## config.mk

```make
export PLATFORM = sky130hd
export DESIGN_NAME = infix_to_postfix_converter_top
export DESIGN_NICKNAME = d
export VERILOG_FILES = /design/src/hw/rtl/itp_pkg.sv /design/src/hw/rtl/infix_to_postfix_converter_top.sv /design/src/hw/rtl/itp_ctrl.sv /design/src/hw/rtl/itp_dpath.sv
export SDC_FILE = /design/constraint.sdc
export NUM_CORES = 1
export LEC_CHECK = 0
export ABC_AREA = 1
export BUFFER_PORTS_ARGS = -buffer_cell sky130_fd_sc_hd__buf_4
export CELL_PAD_IN_SITES_DETAIL_PLACEMENT = 0
export CELL_PAD_IN_SITES_GLOBAL_PLACEMENT = 2
export CORE_MARGIN = 4
export CORE_UTILIZATION = 43
export DETAILED_ROUTE_END_ITERATION = 8
export GPL_TIMING_DRIVEN = 0
export PLACE_DENSITY = 0.94
export SLEW_MARGIN = 20
export SYNTH_ARGS = -nofsm -noshare
export SYNTH_HDL_FRONTEND = slang
export SYNTH_SLANG_ARGS = --single-unit
```

## constraint.sdc

```tcl
create_clock -name i_clk -period 7.6 [get_ports i_clk]
set_clock_uncertainty 0.1 [all_clocks]
set_input_delay 0.38 -clock i_clk [delete_from_list [all_inputs] [get_ports i_clk]]
set_output_delay 0.38 -clock i_clk [all_outputs]
set_load 0.05 [all_outputs]
```

## src/hw/rtl/itp_pkg.sv

```systemverilog
// Package for the infix-to-postfix converter: sizes, character and stack codes,
// decode functions and the controller/datapath interface structs. No dependencies.
package itp_pkg;

    localparam int STACK_DEPTH = 32;
    localparam int CNT_W       = $clog2(STACK_DEPTH + 1);
    localparam int PTR_W       = $clog2(STACK_DEPTH);

    localparam logic [7:0] CH_PLUS  = 8'h2B;
    localparam logic [7:0] CH_MINUS = 8'h2D;
    localparam logic [7:0] CH_MUL   = 8'h2A;
    localparam logic [7:0] CH_DIV   = 8'h2F;
    localparam logic [7:0] CH_POW   = 8'h5E;
    localparam logic [7:0] CH_LP    = 8'h28;
    localparam logic [7:0] CH_RP    = 8'h29;

    localparam logic [2:0] CODE_LP    = 3'd0;
    localparam logic [2:0] CODE_PLUS  = 3'd1;
    localparam logic [2:0] CODE_MINUS = 3'd2;
    localparam logic [2:0] CODE_MUL   = 3'd3;
    localparam logic [2:0] CODE_DIV   = 3'd4;
    localparam logic [2:0] CODE_POW   = 3'd5;

    localparam logic [1:0] CLS_OPERAND = 2'd0;
    localparam logic [1:0] CLS_LP      = 2'd1;
    localparam logic [1:0] CLS_RP      = 2'd2;
    localparam logic [1:0] CLS_OP      = 2'd3;

    localparam logic [1:0] ERR_NONE      = 2'd0;
    localparam logic [1:0] ERR_OVERFLOW  = 2'd1;
    localparam logic [1:0] ERR_UNMATCHED = 2'd2;

    typedef struct packed {
        logic load;
        logic push;
        logic pop;
        logic emit_in;
        logic emit_top;
        logic set_overflow;
        logic set_unmatched;
        logic finish;
    } t_cmd;

    typedef struct packed {
        logic [1:0] cls;
        logic       last;
        logic       empty;
        logic       full;
        logic       top_lp;
        logic       top_oper;
        logic       top_pops;
        logic       pend_valid;
        logic       slot_free;
        logic       err_any;
    } t_stat;

    function automatic logic [1:0] f_class(input logic [7:0] ch);
        case (ch)
            CH_LP:                                    f_class = CLS_LP;
            CH_RP:                                    f_class = CLS_RP;
            CH_PLUS, CH_MINUS, CH_MUL, CH_DIV, CH_POW: f_class = CLS_OP;
            default:                                  f_class = CLS_OPERAND;
        endcase
    endfunction

    function automatic logic [2:0] f_op_code(input logic [7:0] ch);
        case (ch)
            CH_PLUS:  f_op_code = CODE_PLUS;
            CH_MINUS: f_op_code = CODE_MINUS;
            CH_MUL:   f_op_code = CODE_MUL;
            CH_DIV:   f_op_code = CODE_DIV;
            CH_POW:   f_op_code = CODE_POW;
            default:  f_op_code = CODE_LP;
        endcase
    endfunction

    function automatic logic [7:0] f_code_char(input logic [2:0] code);
        case (code)
            CODE_LP:    f_code_char = CH_LP;
            CODE_PLUS:  f_code_char = CH_PLUS;
            CODE_MINUS: f_code_char = CH_MINUS;
            CODE_MUL:   f_code_char = CH_MUL;
            CODE_DIV:   f_code_char = CH_DIV;
            CODE_POW:   f_code_char = CH_POW;
            default:    f_code_char = 8'h00;
        endcase
    endfunction

    function automatic logic [1:0] f_prec(input logic [2:0] code);
        case (code)
            CODE_PLUS, CODE_MINUS: f_prec = 2'd1;
            CODE_MUL, CODE_DIV:    f_prec = 2'd2;
            CODE_POW:              f_prec = 2'd3;
            default:               f_prec = 2'd0;
        endcase
    endfunction

    function automatic logic f_is_oper(input logic [2:0] code);
        f_is_oper = (code != CODE_LP) && (code <= CODE_POW);
    endfunction

endpackage

```

## src/hw/rtl/infix_to_postfix_converter_top.sv

```systemverilog
// Infix-to-postfix converter top level (operator stack, shunting-yard order).
// Each character is registered, then handled in a work state; a last character
// also flushes the stack. A new character is taken only in the idle or final state.
// The single-port operator stack pops one entry per cycle unless the output stalls.
// Reset (synchronous, active low) empties the stack and drops any pending result.
// Depends on itp_pkg, itp_ctrl and itp_dpath.
module infix_to_postfix_converter_top
    import itp_pkg::*;
(
    input  logic       i_clk,
    input  logic       i_rst_n,
    input  logic       s_axis_tvalid,
    output logic       s_axis_tready,
    input  logic [7:0] s_axis_tdata,   // [7:0] in_char
    input  logic       s_axis_tlast,
    output logic       m_axis_tvalid,
    input  logic       m_axis_tready,
    output logic [7:0] m_axis_tdata,   // [7:0] out_char
    output logic [3:0] m_axis_tuser,   // [0] char_valid, [1] expr_end, [3:2] error
    output logic       m_axis_tlast
);

    t_cmd  cmd;
    t_stat stat;
    logic  char_valid;
    logic  expr_end;
    logic [1:0] error_code;

    itp_ctrl u_ctrl (
        .i_clk   (i_clk),
        .i_rst_n (i_rst_n),
        .i_valid (s_axis_tvalid),
        .o_ready (s_axis_tready),
        .i_stat  (stat),
        .o_cmd   (cmd)
    );

    itp_dpath u_dpath (
        .i_clk        (i_clk),
        .i_rst_n      (i_rst_n),
        .i_cmd        (cmd),
        .o_stat       (stat),
        .i_in_char    (s_axis_tdata),
        .i_in_last    (s_axis_tlast),
        .i_out_ready  (m_axis_tready),
        .o_out_valid  (m_axis_tvalid),
        .o_out_char   (m_axis_tdata),
        .o_char_valid (char_valid),
        .o_run_last   (m_axis_tlast),
        .o_expr_end   (expr_end),
        .o_error      (error_code)
    );

    assign m_axis_tuser = {error_code, expr_end, char_valid};

endmodule

```

## src/hw/rtl/itp_ctrl.sv

```systemverilog
// Controller state machine of the infix-to-postfix converter.
// Depends on itp_pkg; drives the command struct of itp_dpath from its status struct.
module itp_ctrl
    import itp_pkg::*;
(
    input  logic  i_clk,
    input  logic  i_rst_n,
    input  logic  i_valid,
    output logic  o_ready,
    input  t_stat i_stat,
    output t_cmd  o_cmd
);

    localparam logic [1:0] S_IDLE  = 2'd0;
    localparam logic [1:0] S_WORK  = 2'd1;
    localparam logic [1:0] S_FLUSH = 2'd2;
    localparam logic [1:0] S_FINAL = 2'd3;

    logic [1:0] r_state;
    logic [1:0] n_state;
    logic       stall;
    logic       need;
    logic [1:0] after_work;

    assign stall      = i_stat.pend_valid && !i_stat.slot_free;
    assign need       = i_stat.pend_valid || i_stat.last || i_stat.err_any;
    assign after_work = i_stat.last ? S_FLUSH : S_FINAL;

    always_comb begin
        n_state = r_state;
        o_cmd   = '0;
        o_ready = 1'b0;
        case (r_state)
            S_IDLE: begin
                o_ready = 1'b1;
                if (i_valid) begin
                    o_cmd.load = 1'b1;
                    n_state    = S_WORK;
                end
            end
            S_WORK: begin
                case (i_stat.cls)
                    CLS_OPERAND: begin
                        o_cmd.emit_in = 1'b1;
                        n_state       = after_work;
                    end
                    CLS_LP: begin
                        if (i_stat.full) begin
                            o_cmd.set_overflow = 1'b1;
                        end else begin
                            o_cmd.push = 1'b1;
                        end
                        n_state = after_work;
                    end
                    CLS_RP: begin
                        if (!i_stat.empty && !i_stat.top_lp) begin
                            if (!stall) begin
                                o_cmd.pop      = 1'b1;
                                o_cmd.emit_top = 1'b1;
                            end
                        end else if (!i_stat.empty) begin
                            o_cmd.pop = 1'b1;
                            n_state   = after_work;
                        end else begin
                            o_cmd.set_unmatched = 1'b1;
                            n_state             = after_work;
                        end
                    end
                    default: begin
                        if (!i_stat.empty && i_stat.top_pops) begin
                            if (!stall) begin
                                o_cmd.pop      = 1'b1;
                                o_cmd.emit_top = 1'b1;
                            end
                        end else begin
                            if (i_stat.full) begin
                                o_cmd.set_overflow = 1'b1;
                            end else begin
                                o_cmd.push = 1'b1;
                            end
                            n_state = after_work;
                        end
                    end
                endcase
            end
            S_FLUSH: begin
                if (i_stat.empty) begin
                    n_state = S_FINAL;
                end else if (i_stat.top_oper) begin
                    if (!stall) begin
                        o_cmd.pop      = 1'b1;
                        o_cmd.emit_top = 1'b1;
                    end
                end else begin
                    o_cmd.pop = 1'b1;
                end
            end
            S_FINAL: begin
                if (!need || i_stat.slot_free) begin
                    o_cmd.finish = need;
                    o_ready      = 1'b1;
                    if (i_valid) begin
                        o_cmd.load = 1'b1;
                        n_state    = S_WORK;
                    end else begin
                        n_state = S_IDLE;
                    end
                end
            end
            default: begin
                n_state = S_IDLE;
            end
        endcase
    end

    always_ff @(posedge i_clk) begin
        if (!i_rst_n) begin
            r_state <= S_IDLE;
        end else begin
            r_state <= n_state;
        end
    end

endmodule

```

## src/hw/rtl/itp_dpath.sv

```systemverilog
// Datapath of the infix-to-postfix converter: item registers, operator stack,
// one-deep pending result and the output register. Depends on itp_pkg.
module itp_dpath
    import itp_pkg::*;
(
    input  logic       i_clk,
    input  logic       i_rst_n,
    input  t_cmd       i_cmd,
    output t_stat      o_stat,
    input  logic [7:0] i_in_char,
    input  logic       i_in_last,
    input  logic       i_out_ready,
    output logic       o_out_valid,
    output logic [7:0] o_out_char,
    output logic       o_char_valid,
    output logic       o_run_last,
    output logic       o_expr_end,
    output logic [1:0] o_error
);

    logic [7:0]       r_char;
    logic             r_last;
    logic [1:0]       r_cls;
    logic [2:0]       r_op;
    logic [2:0]       r_stack [STACK_DEPTH];
    logic [CNT_W-1:0] r_count;
    logic             r_pend_valid;
    logic [7:0]       r_pend_char;
    logic [1:0]       r_err;
    logic             r_ovalid;
    logic [7:0]       r_ochar;
    logic             r_ocv;
    logic             r_olast;
    logic             r_oend;
    logic [1:0]       r_oerr;

    logic [PTR_W-1:0] top_idx;
    logic [2:0]       top;
    logic [7:0]       emit_char;
    logic             emit;
    logic             slot_free;

    assign top_idx   = PTR_W'(r_count - CNT_W'(1));
    assign top       = r_stack[top_idx];
    assign emit      = i_cmd.emit_in || i_cmd.emit_top;
    assign emit_char = i_cmd.emit_in ? r_char : f_code_char(top);
    assign slot_free = !r_ovalid || i_out_ready;

    always_comb begin
        o_stat.cls        = r_cls;
        o_stat.last       = r_last;
        o_stat.empty      = (r_count == '0);
        o_stat.full       = (r_count >= CNT_W'(STACK_DEPTH));
        o_stat.top_lp     = (top == CODE_LP);
        o_stat.top_oper   = f_is_oper(top);
        o_stat.top_pops   = f_is_oper(top) && (f_prec(top) >= f_prec(r_op));
        o_stat.pend_valid = r_pend_valid;
        o_stat.slot_free  = slot_free;
        o_stat.err_any    = (r_err != ERR_NONE);
    end

    always_ff @(posedge i_clk) begin
        if (i_cmd.load) begin
            r_char <= i_in_char;
            r_last <= i_in_last;
            r_cls  <= f_class(i_in_char);
            r_op   <= f_op_code(i_in_char);
        end
        if (i_cmd.push) begin
            r_stack[r_count[PTR_W-1:0]] <= (r_cls == CLS_LP) ? CODE_LP : r_op;
        end
        if (emit) begin
            r_pend_char <= emit_char;
        end
        if (emit && r_pend_valid) begin
            r_ochar <= r_pend_char;
            r_ocv   <= 1'b1;
            r_olast <= 1'b0;
            r_oend  <= 1'b0;
            r_oerr  <= ERR_NONE;
        end else if (i_cmd.finish) begin
            r_ochar <= r_pend_valid ? r_pend_char : 8'h00;
            r_ocv   <= r_pend_valid;
            r_olast <= 1'b1;
            r_oend  <= r_last;
            r_oerr  <= r_err;
        end
    end

    always_ff @(posedge i_clk) begin
        if (!i_rst_n) begin
            r_count      <= '0;
            r_pend_valid <= 1'b0;
            r_err        <= ERR_NONE;
            r_ovalid     <= 1'b0;
        end else begin
            if (i_cmd.push) begin
                r_count <= r_count + CNT_W'(1);
            end else if (i_cmd.pop) begin
                r_count <= r_count - CNT_W'(1);
            end
            if (emit) begin
                r_pend_valid <= 1'b1;
            end else if (i_cmd.finish) begin
                r_pend_valid <= 1'b0;
            end
            if (i_cmd.set_overflow) begin
                r_err <= ERR_OVERFLOW;
            end else if (i_cmd.set_unmatched) begin
                r_err <= ERR_UNMATCHED;
            end else if (i_cmd.load) begin
                r_err <= ERR_NONE;
            end
            if ((emit && r_pend_valid) || i_cmd.finish) begin
                r_ovalid <= 1'b1;
            end else if (i_out_ready) begin
                r_ovalid <= 1'b0;
            end
        end
    end

    assign o_out_valid  = r_ovalid;
    assign o_out_char   = r_ochar;
    assign o_char_valid = r_ocv;
    assign o_run_last   = r_olast;
    assign o_expr_end   = r_oend;
    assign o_error      = r_oerr;

endmodule

```

======== After elaboration in Yosys (flattened, before gate mapping) ========
Memory sizes are Yosys's and may differ from the RTL's.
Cells that the tools add are included.
word-level totals
  bits in registers ....................... 47
  bits in writable memories ............... 96
  bits of input ports ..................... 13
  output and inout port bits .............. 15
  word-level logic and storage cells ...... 151
  memories kept ........................... 1
operators by class
  add/subtract/negate cells ............... 2
  order comparisons ....................... 3
  equal/unequal tests ..................... 27
  mux-type cells .......................... 63
  bitwise operators ....................... 1
  reductions and logical operators ........ 38
memories
  name             words  bits a word  read ports  clocked after memory_dff  write ports  line             text
  u_dpath.r_stack  32     3            1           0                         1            itp_dpath.sv:25  logic [2:0] r_stack [STACK_DEPTH];
operator list
  cell                                                  count
  equality test 8 x 6 -> 1 bit (second input constant)  6
  one-hot mux 7 bit (6 select lines)                    1
  2-to-1 mux 1 bit                                      33
  2-to-1 mux 8 bit                                      4
  one-hot mux 2 bit (3 select lines)                    3
  2-to-1 mux 2 bit                                      8
  one-hot mux 1 bit (2 select lines)                    8
  one-hot mux 3 bit (5 select lines)                    1
  OR reduction 2 bit                                    7
  equality test 3 x 2 -> 1 bit (second input constant)  4
  equality test 3 bit (second input constant)           4
  2-to-1 mux 6 bit                                      2
  nonzero test 2 bit                                    6
  equality test 8 x 7 -> 1 bit (second input constant)  1
  one-hot mux 2 bit (4 select lines)                    1
  adder 6 x 1 -> 6 bit (second input constant)          1
  equality test 2 bit (second input constant)           3
  equality test 3 x 1 -> 1 bit (second input constant)  2
  >= comparator 6 bit (second input constant)           1
  logical AND 1 bit                                     6
  zero test 6 bit                                       1
  logical OR 1 bit                                      6
  nonzero test 3 bit                                    2
  subtractor 6 x 1 -> 6 bit (second input constant)     1
  other kinds (15)                                      22

======== Logic depth before layout (Yosys ltp) ========
An unclocked memory read counts as a cell.
  depth in word-level cells ............... 15
  depth in mapped cells ................... 32
  gate-level depth less buffers ........... 29

======== Modules after synthesis ========
From an unflattened synthesis, not the netlist that was laid out.
second synthesis, totals
  cells, all modules ...................... 696
  area total of the unflattened synthesis .. 6691.4 µm²
modules (own cells, without submodules)
  module                          instances  cells an instance  area an instance (µm²)  seq. area each (µm²)
  itp_dpath                       1          617                6264.8                  4083.9
  itp_ctrl                        1          77                 411.6                   40.0
  infix_to_postfix_converter_top  1          2                  15.0                    0.0

======== Least setup slack after synthesis ========
Ideal clock, no wire load.
  path type ............................... flip-flop to flip-flop
  start point ............................. reg u_dpath.r_count[0]
  end point ............................... mem u_dpath.r_stack[10][0] (enable)
  library setup time ...................... 319 ps
  arrival time ............................ 3360 ps
  setup slack ............................. 3820 ps
  stages on the path, launching flop included .. 27
  buffers on the path ..................... 4
  cell sequence ........................... dfxtp_1 buf_6 inv_4 buf_6 ha_1 buf_2 inv_2 buf_4 nand3_1 nand3_1 nand3_1 nand2_1 nand2_1 nand2_2 nand2_1 nand2_1 nor2_1 ha_1 inv_1 nor2_1 a211oi_1 a21oi_2 nand4_2 nand2_2 inv_1 nand2_1 nor2_1
between the ends
  longest elaborated chain between the ends .. 13
ends and longest elaborated chain
  element                                                     line              text
  start, declared                                             itp_dpath.sv:26   logic [CNT_W-1:0] r_count;
  start signal, assigned                                      itp_dpath.sv:98   r_count <= r_count + CNT_W'(1);
  start signal, assigned                                      itp_dpath.sv:100  r_count <= r_count - CNT_W'(1);
  subtractor 6 x 1 -> 6 bit                                   --
  memory read (32 x 3 bit)                                    --
  equality test 3 x 2 -> 1 bit, or another cell as far along  itp_pkg.sv:90     case (code)
  OR reduction 2 bit                                          itp_pkg.sv:90
  one-hot mux 2 bit (3 select lines)                          itp_pkg.sv:90
  >= comparator 2 bit                                         itp_dpath.sv:56   o_stat.top_pops = f_is_oper(top) && (f_prec(top) >= f_prec(r_op));
  logical AND 1 bit                                           itp_dpath.sv:56
  logical AND 1 bit                                           itp_ctrl.sv:70    if (!i_stat.empty && i_stat.top_pops) begin
  2-to-1 mux 1 bit                                            itp_ctrl.sv:70
  one-hot mux 1 bit (2 select lines)                          itp_ctrl.sv:42    case (i_stat.cls)
  2-to-1 mux 1 bit                                            itp_ctrl.sv:33    case (r_state)
  2-to-1 mux 1 bit                                            itp_dpath.sv:69   if (i_cmd.push) begin
  2-to-1 mux 1 bit                                            itp_dpath.sv:70   r_stack[r_count[PTR_W-1:0]] <= (r_cls == CLS_LP) ? CODE_LP : r_op;
  end, declared                                               itp_dpath.sv:25
Parallel ways exist; a longest one is shown, timed or not.

======== Worst setup path in the final report ========
  start point ............................. reg u_dpath.r_count[0]
  end point ............................... mem u_dpath.r_stack[22][1] (enable)
The elaborated chain is that of the path after synthesis.

==> results.tsv <==
stage	metric	value	unit
floorplan	die area	0.0180	mm^2
cts	total CTS buffers	17	
run_status	status	completed	
power	Final Power	3.03	mW
sta	fin. max-slew vios	0	
worst_setup_path	Critical Path Start	u_dpath.r_count[0]	
cts	Max Buffers Root-to-Sink	2	
synthesis	post-synthesis cell type count	37	
worst_setup_path	critical path class	reg2reg	
sta	RSZ-0062 raised after global routing	no	
placement	Final Wtd Congestion	0.874	
sta	FMAX	196	MHz
synthesis	cells after synthesis	717	
global_routing	global-route wire length before repair	25900	um
route	post-route antenna net violation count	0	
worst_setup_path	CP endpoint kind	flop	
synthesis	Avg Inst Size Synth	9.57	um^2
power	PD cells	380	mW/mm^2
sta	Period minus WS final	5100	ps
power	peak supply drop	0.171	mV
floorplan	num rows	45	
cts	Post-CTS Repair Setup Buffers	0	
synthesis	flops & latches, synth	143	
synthesis	Yosys top cell area share	55.2	%
power	switching part of the total power	37.6	%
route	average routed wire per standard cell	16.9	um
power	Int Power	1.89	mW
global_routing	GRT Total Usage	19.1	%
route	routed wire length	16700	um
final_layout	Final Net Count	788	
worst_setup_path	register-to-register setup slack	2500	ps
worst_setup_path	WP data required	7590	ps
synthesis	register area share after synthesis	60.1	%
floorplan	area of the core	0.0154	mm^2
cts	worst skew pair latency	440	ps
cts	CTS tree	built	
cts	PostCTS Resize Cnt	0	
cts	H-tree depth	4	
power	clock power share	29.0	%
final_layout	# diodes	0	
synthesis	top cells by area, synth	edfxtp_1 (55%), nand2_1 (11%), nand3_1 (7.6%)	
cts	hold buffers post-CTS	0	
min_path	HP Class	in2reg	
job	MaxCap Viol Count	0	
sta	worst setup slack after layout	2500	ps
final_layout	Fillers	1422	
route	via density per instance	5.12	
sta	Slew HR	49.1	%
global_routing	vias in the first global route	4784	
synthesis	Syn Nets	741	
floorplan	die height	134	um
worst_setup_path	Worst Path Max Fanout	12	
global_routing	initial antenna violation count	0	
sta	share of the clock period used by the worst path	67.1	%
sta	Final Hold Viols	0	
worst_setup_path	startpoint type of the worst setup path	flop	
route	Pre-antenna DRT Iters	5	
placement	# port buffers	27	
route	Post-route DRC	0	
floorplan	Initial Util	44.5	%
min_path	start point of the worst hold path	s_axis_tlast	
power	switching pwr	1.14	mW
power	leakage	3.31	nW
cts	Reg clk slew, reported paths	60	ps
global_routing	largest net degree at the start of global routing	33	
final_layout	Layout area overhead	16.5	%
worst_setup_path	crit path DAT	5090	ps
synthesis	post-synthesis cell area	0.00686	mm^2
sta	setup TNS	0	ps
floorplan	# IOs	28	
route	via count	5062	
power	Logic pwr share	36.5	%
cts	Num Clock Sinks	143	
final_layout	Final Util	51.8	%
route	DRT iter0 DRCs	530	
cts	clk root buf	clkbuf_16	
worst_setup_path	reg-to-reg startpoint	u_dpath.r_count[0]	
final_layout	share of layout cells above drive strength 1	14.9	%
synthesis	cell taking the most area after synthesis	edfxtp_1	
floorplan	Die W	134	um
global_routing	GRT overflow	0	
sta	Finish-stage setup viols	0	
placement	worst slack at placement	2530	ps
synthesis	synth warn	0	
power	Reg power frac	34.5	%
placement	Post-DP HPWL	11600	um
sta	Worst-Margin Slew	761	ps
-- per-layer routing --
metal  global-route usage, %  vias to the layer above  wire, um  share of wire, %
met5                       0                        -         0                 0
met4                    7.18                        0       366               2.2
met3                    4.24                       28      1190               7.1
met2                    29.6                      157      7680                46
met1                    26.6                     2407      7460                45
li1                        -                     2470         -                 -
-- path summary, 6_finish.rpt --
check                                               to  cells past startpoint
worst max-delay path            u_dpath.r_stack[22][1]                     25
worst min-delay path                    u_dpath.r_last                      1
worst max register to register  u_dpath.r_stack[22][1]                     25
worst min register to register      u_dpath.o_expr_end                      2
-- sequential cells by signal, indices dropped and copies added (netlist names) --
signal	count
u_dpath.r_last	1
u_dpath.o_error	2
u_dpath.o_expr_end	1
u_dpath.o_out_char	8
u_dpath.r_char	8
u_dpath.r_pend_char	8
u_ctrl.r_state	2
u_dpath.r_count	6
u_dpath.o_out_valid	1
u_dpath.r_err	2
u_dpath.r_pend_valid	1
u_dpath.o_char_valid	1
u_dpath.o_run_last	1
u_dpath.r_op	3
u_dpath.r_cls	2
u_dpath.r_stack	96
-- placed cells by master, fill, tap and decap left out, drive strengths merged, types with 4 or more instances in the layout --
cell type	Yosys	layout
a21oi	16	16
buf	24	52
bufinv	0	4
clkbuf	1	19
clkinvlp	0	4
dfxtp	17	17
edfxtp	126	126
ha	11	11
inv	83	86
nand2	225	225
nand3	107	107
nand4	4	4
nor2	67	67
o21ai	16	16
xor2	4	4
-- through the flow --
stage	cell area (um^2)	cells	hold slack [ps]
global route	8000	988	16.5
finish	8000	988	22.4
CTS	8000	988	12.0
floorplan	6860	717	338
global placement	7330	955	349
detailed placement	7380	956	355
-- cell usage after synthesis --
cell / n
o21ai_2: 2
nor3b_1: 1
o21ai_0: 8
a21oi_2: 1
and3_1: 1
xnor2_1: 1
o21ai_4: 1
inv_2: 6
o21bai_1: 2
nand3_2: 2
nand3_4: 1
inv_4: 1
nand4_2: 1
ha_1: 11
nand4_1: 3
clkbuf_1: 1
dfxtp_1: 17
a211oi_1: 2
a31oi_1: 1
buf_4: 7
o21ai_1: 5
nand2_2: 11
o211ai_1: 2
nand2_1: 210
nor2_4: 1
buf_2: 8
nor4_1: 3
buf_6: 9
inv_1: 76
nand2_4: 4
edfxtp_1: 126
nor3_1: 2
nor3_4: 1
a21oi_1: 15
nand3_1: 104
nor2_1: 66
xor2_1: 4
-- area by class of cell --
cell class	count	area (um^2)	share of cell area [%]
sequential	143	4120	51.6
multi-input combinational	466	2250	28.1
clock buffer	18	429	5.37
inverter	83	314	3.93
tap	211	264	3.30
timing repair buffer	28	230	2.88
buffer	25	198	2.47
clock inverter	14	189	2.36
-- power by group through the flow --
| stage | Combinational (mW) | Clock, mW | Sequential, mW |
|---|---|---|---|
| CTS | 1.11 | 0.885 | 1.05 |
| global route | 1.23 | 0.922 | 1.06 |
| global placement | 1.07 | 0 | 1.06 |
| finish | 1.11 | 0.881 | 1.05 |
| floorplan | 0.751 | 0 | 1.09 |
| detailed placement | 1.11 | 0 | 1.06 |
-- cells by family after synthesis --
| logic type | synth area share, % |
|---|---|
| adders and majority gates | 2.01 |
| xor gates and xnor gates | 0.638 |
| AOI/OAI and AO/OA | 3.41 |
| buffers and inverters | 7.46 |
| and+or+nand+nor | 26.4 |
| DFF | 60.1 |
-- worst max-delay path, stage by stage (launching register included) --
cell and delay, ps:
dfxtp_1 370, buf_6 160, inv_4 60, buf_6 160, ha_1 290, buf_2 210, buf_2 350, nand3_1 120
nand3_1 150, nand3_1 170, nand2_1 120, nand2_1 60, nand2_2 130, nand2_1 130, nand2_1 80, nor2_1 50
ha_1 300, inv_1 60, nor2_1 30, a211oi_1 370, a21oi_2 80, nand4_2 110, nand2_2 100, inv_1 190
nand2_1 360, nor2_1 430
(Power assumes the default switching activity.)
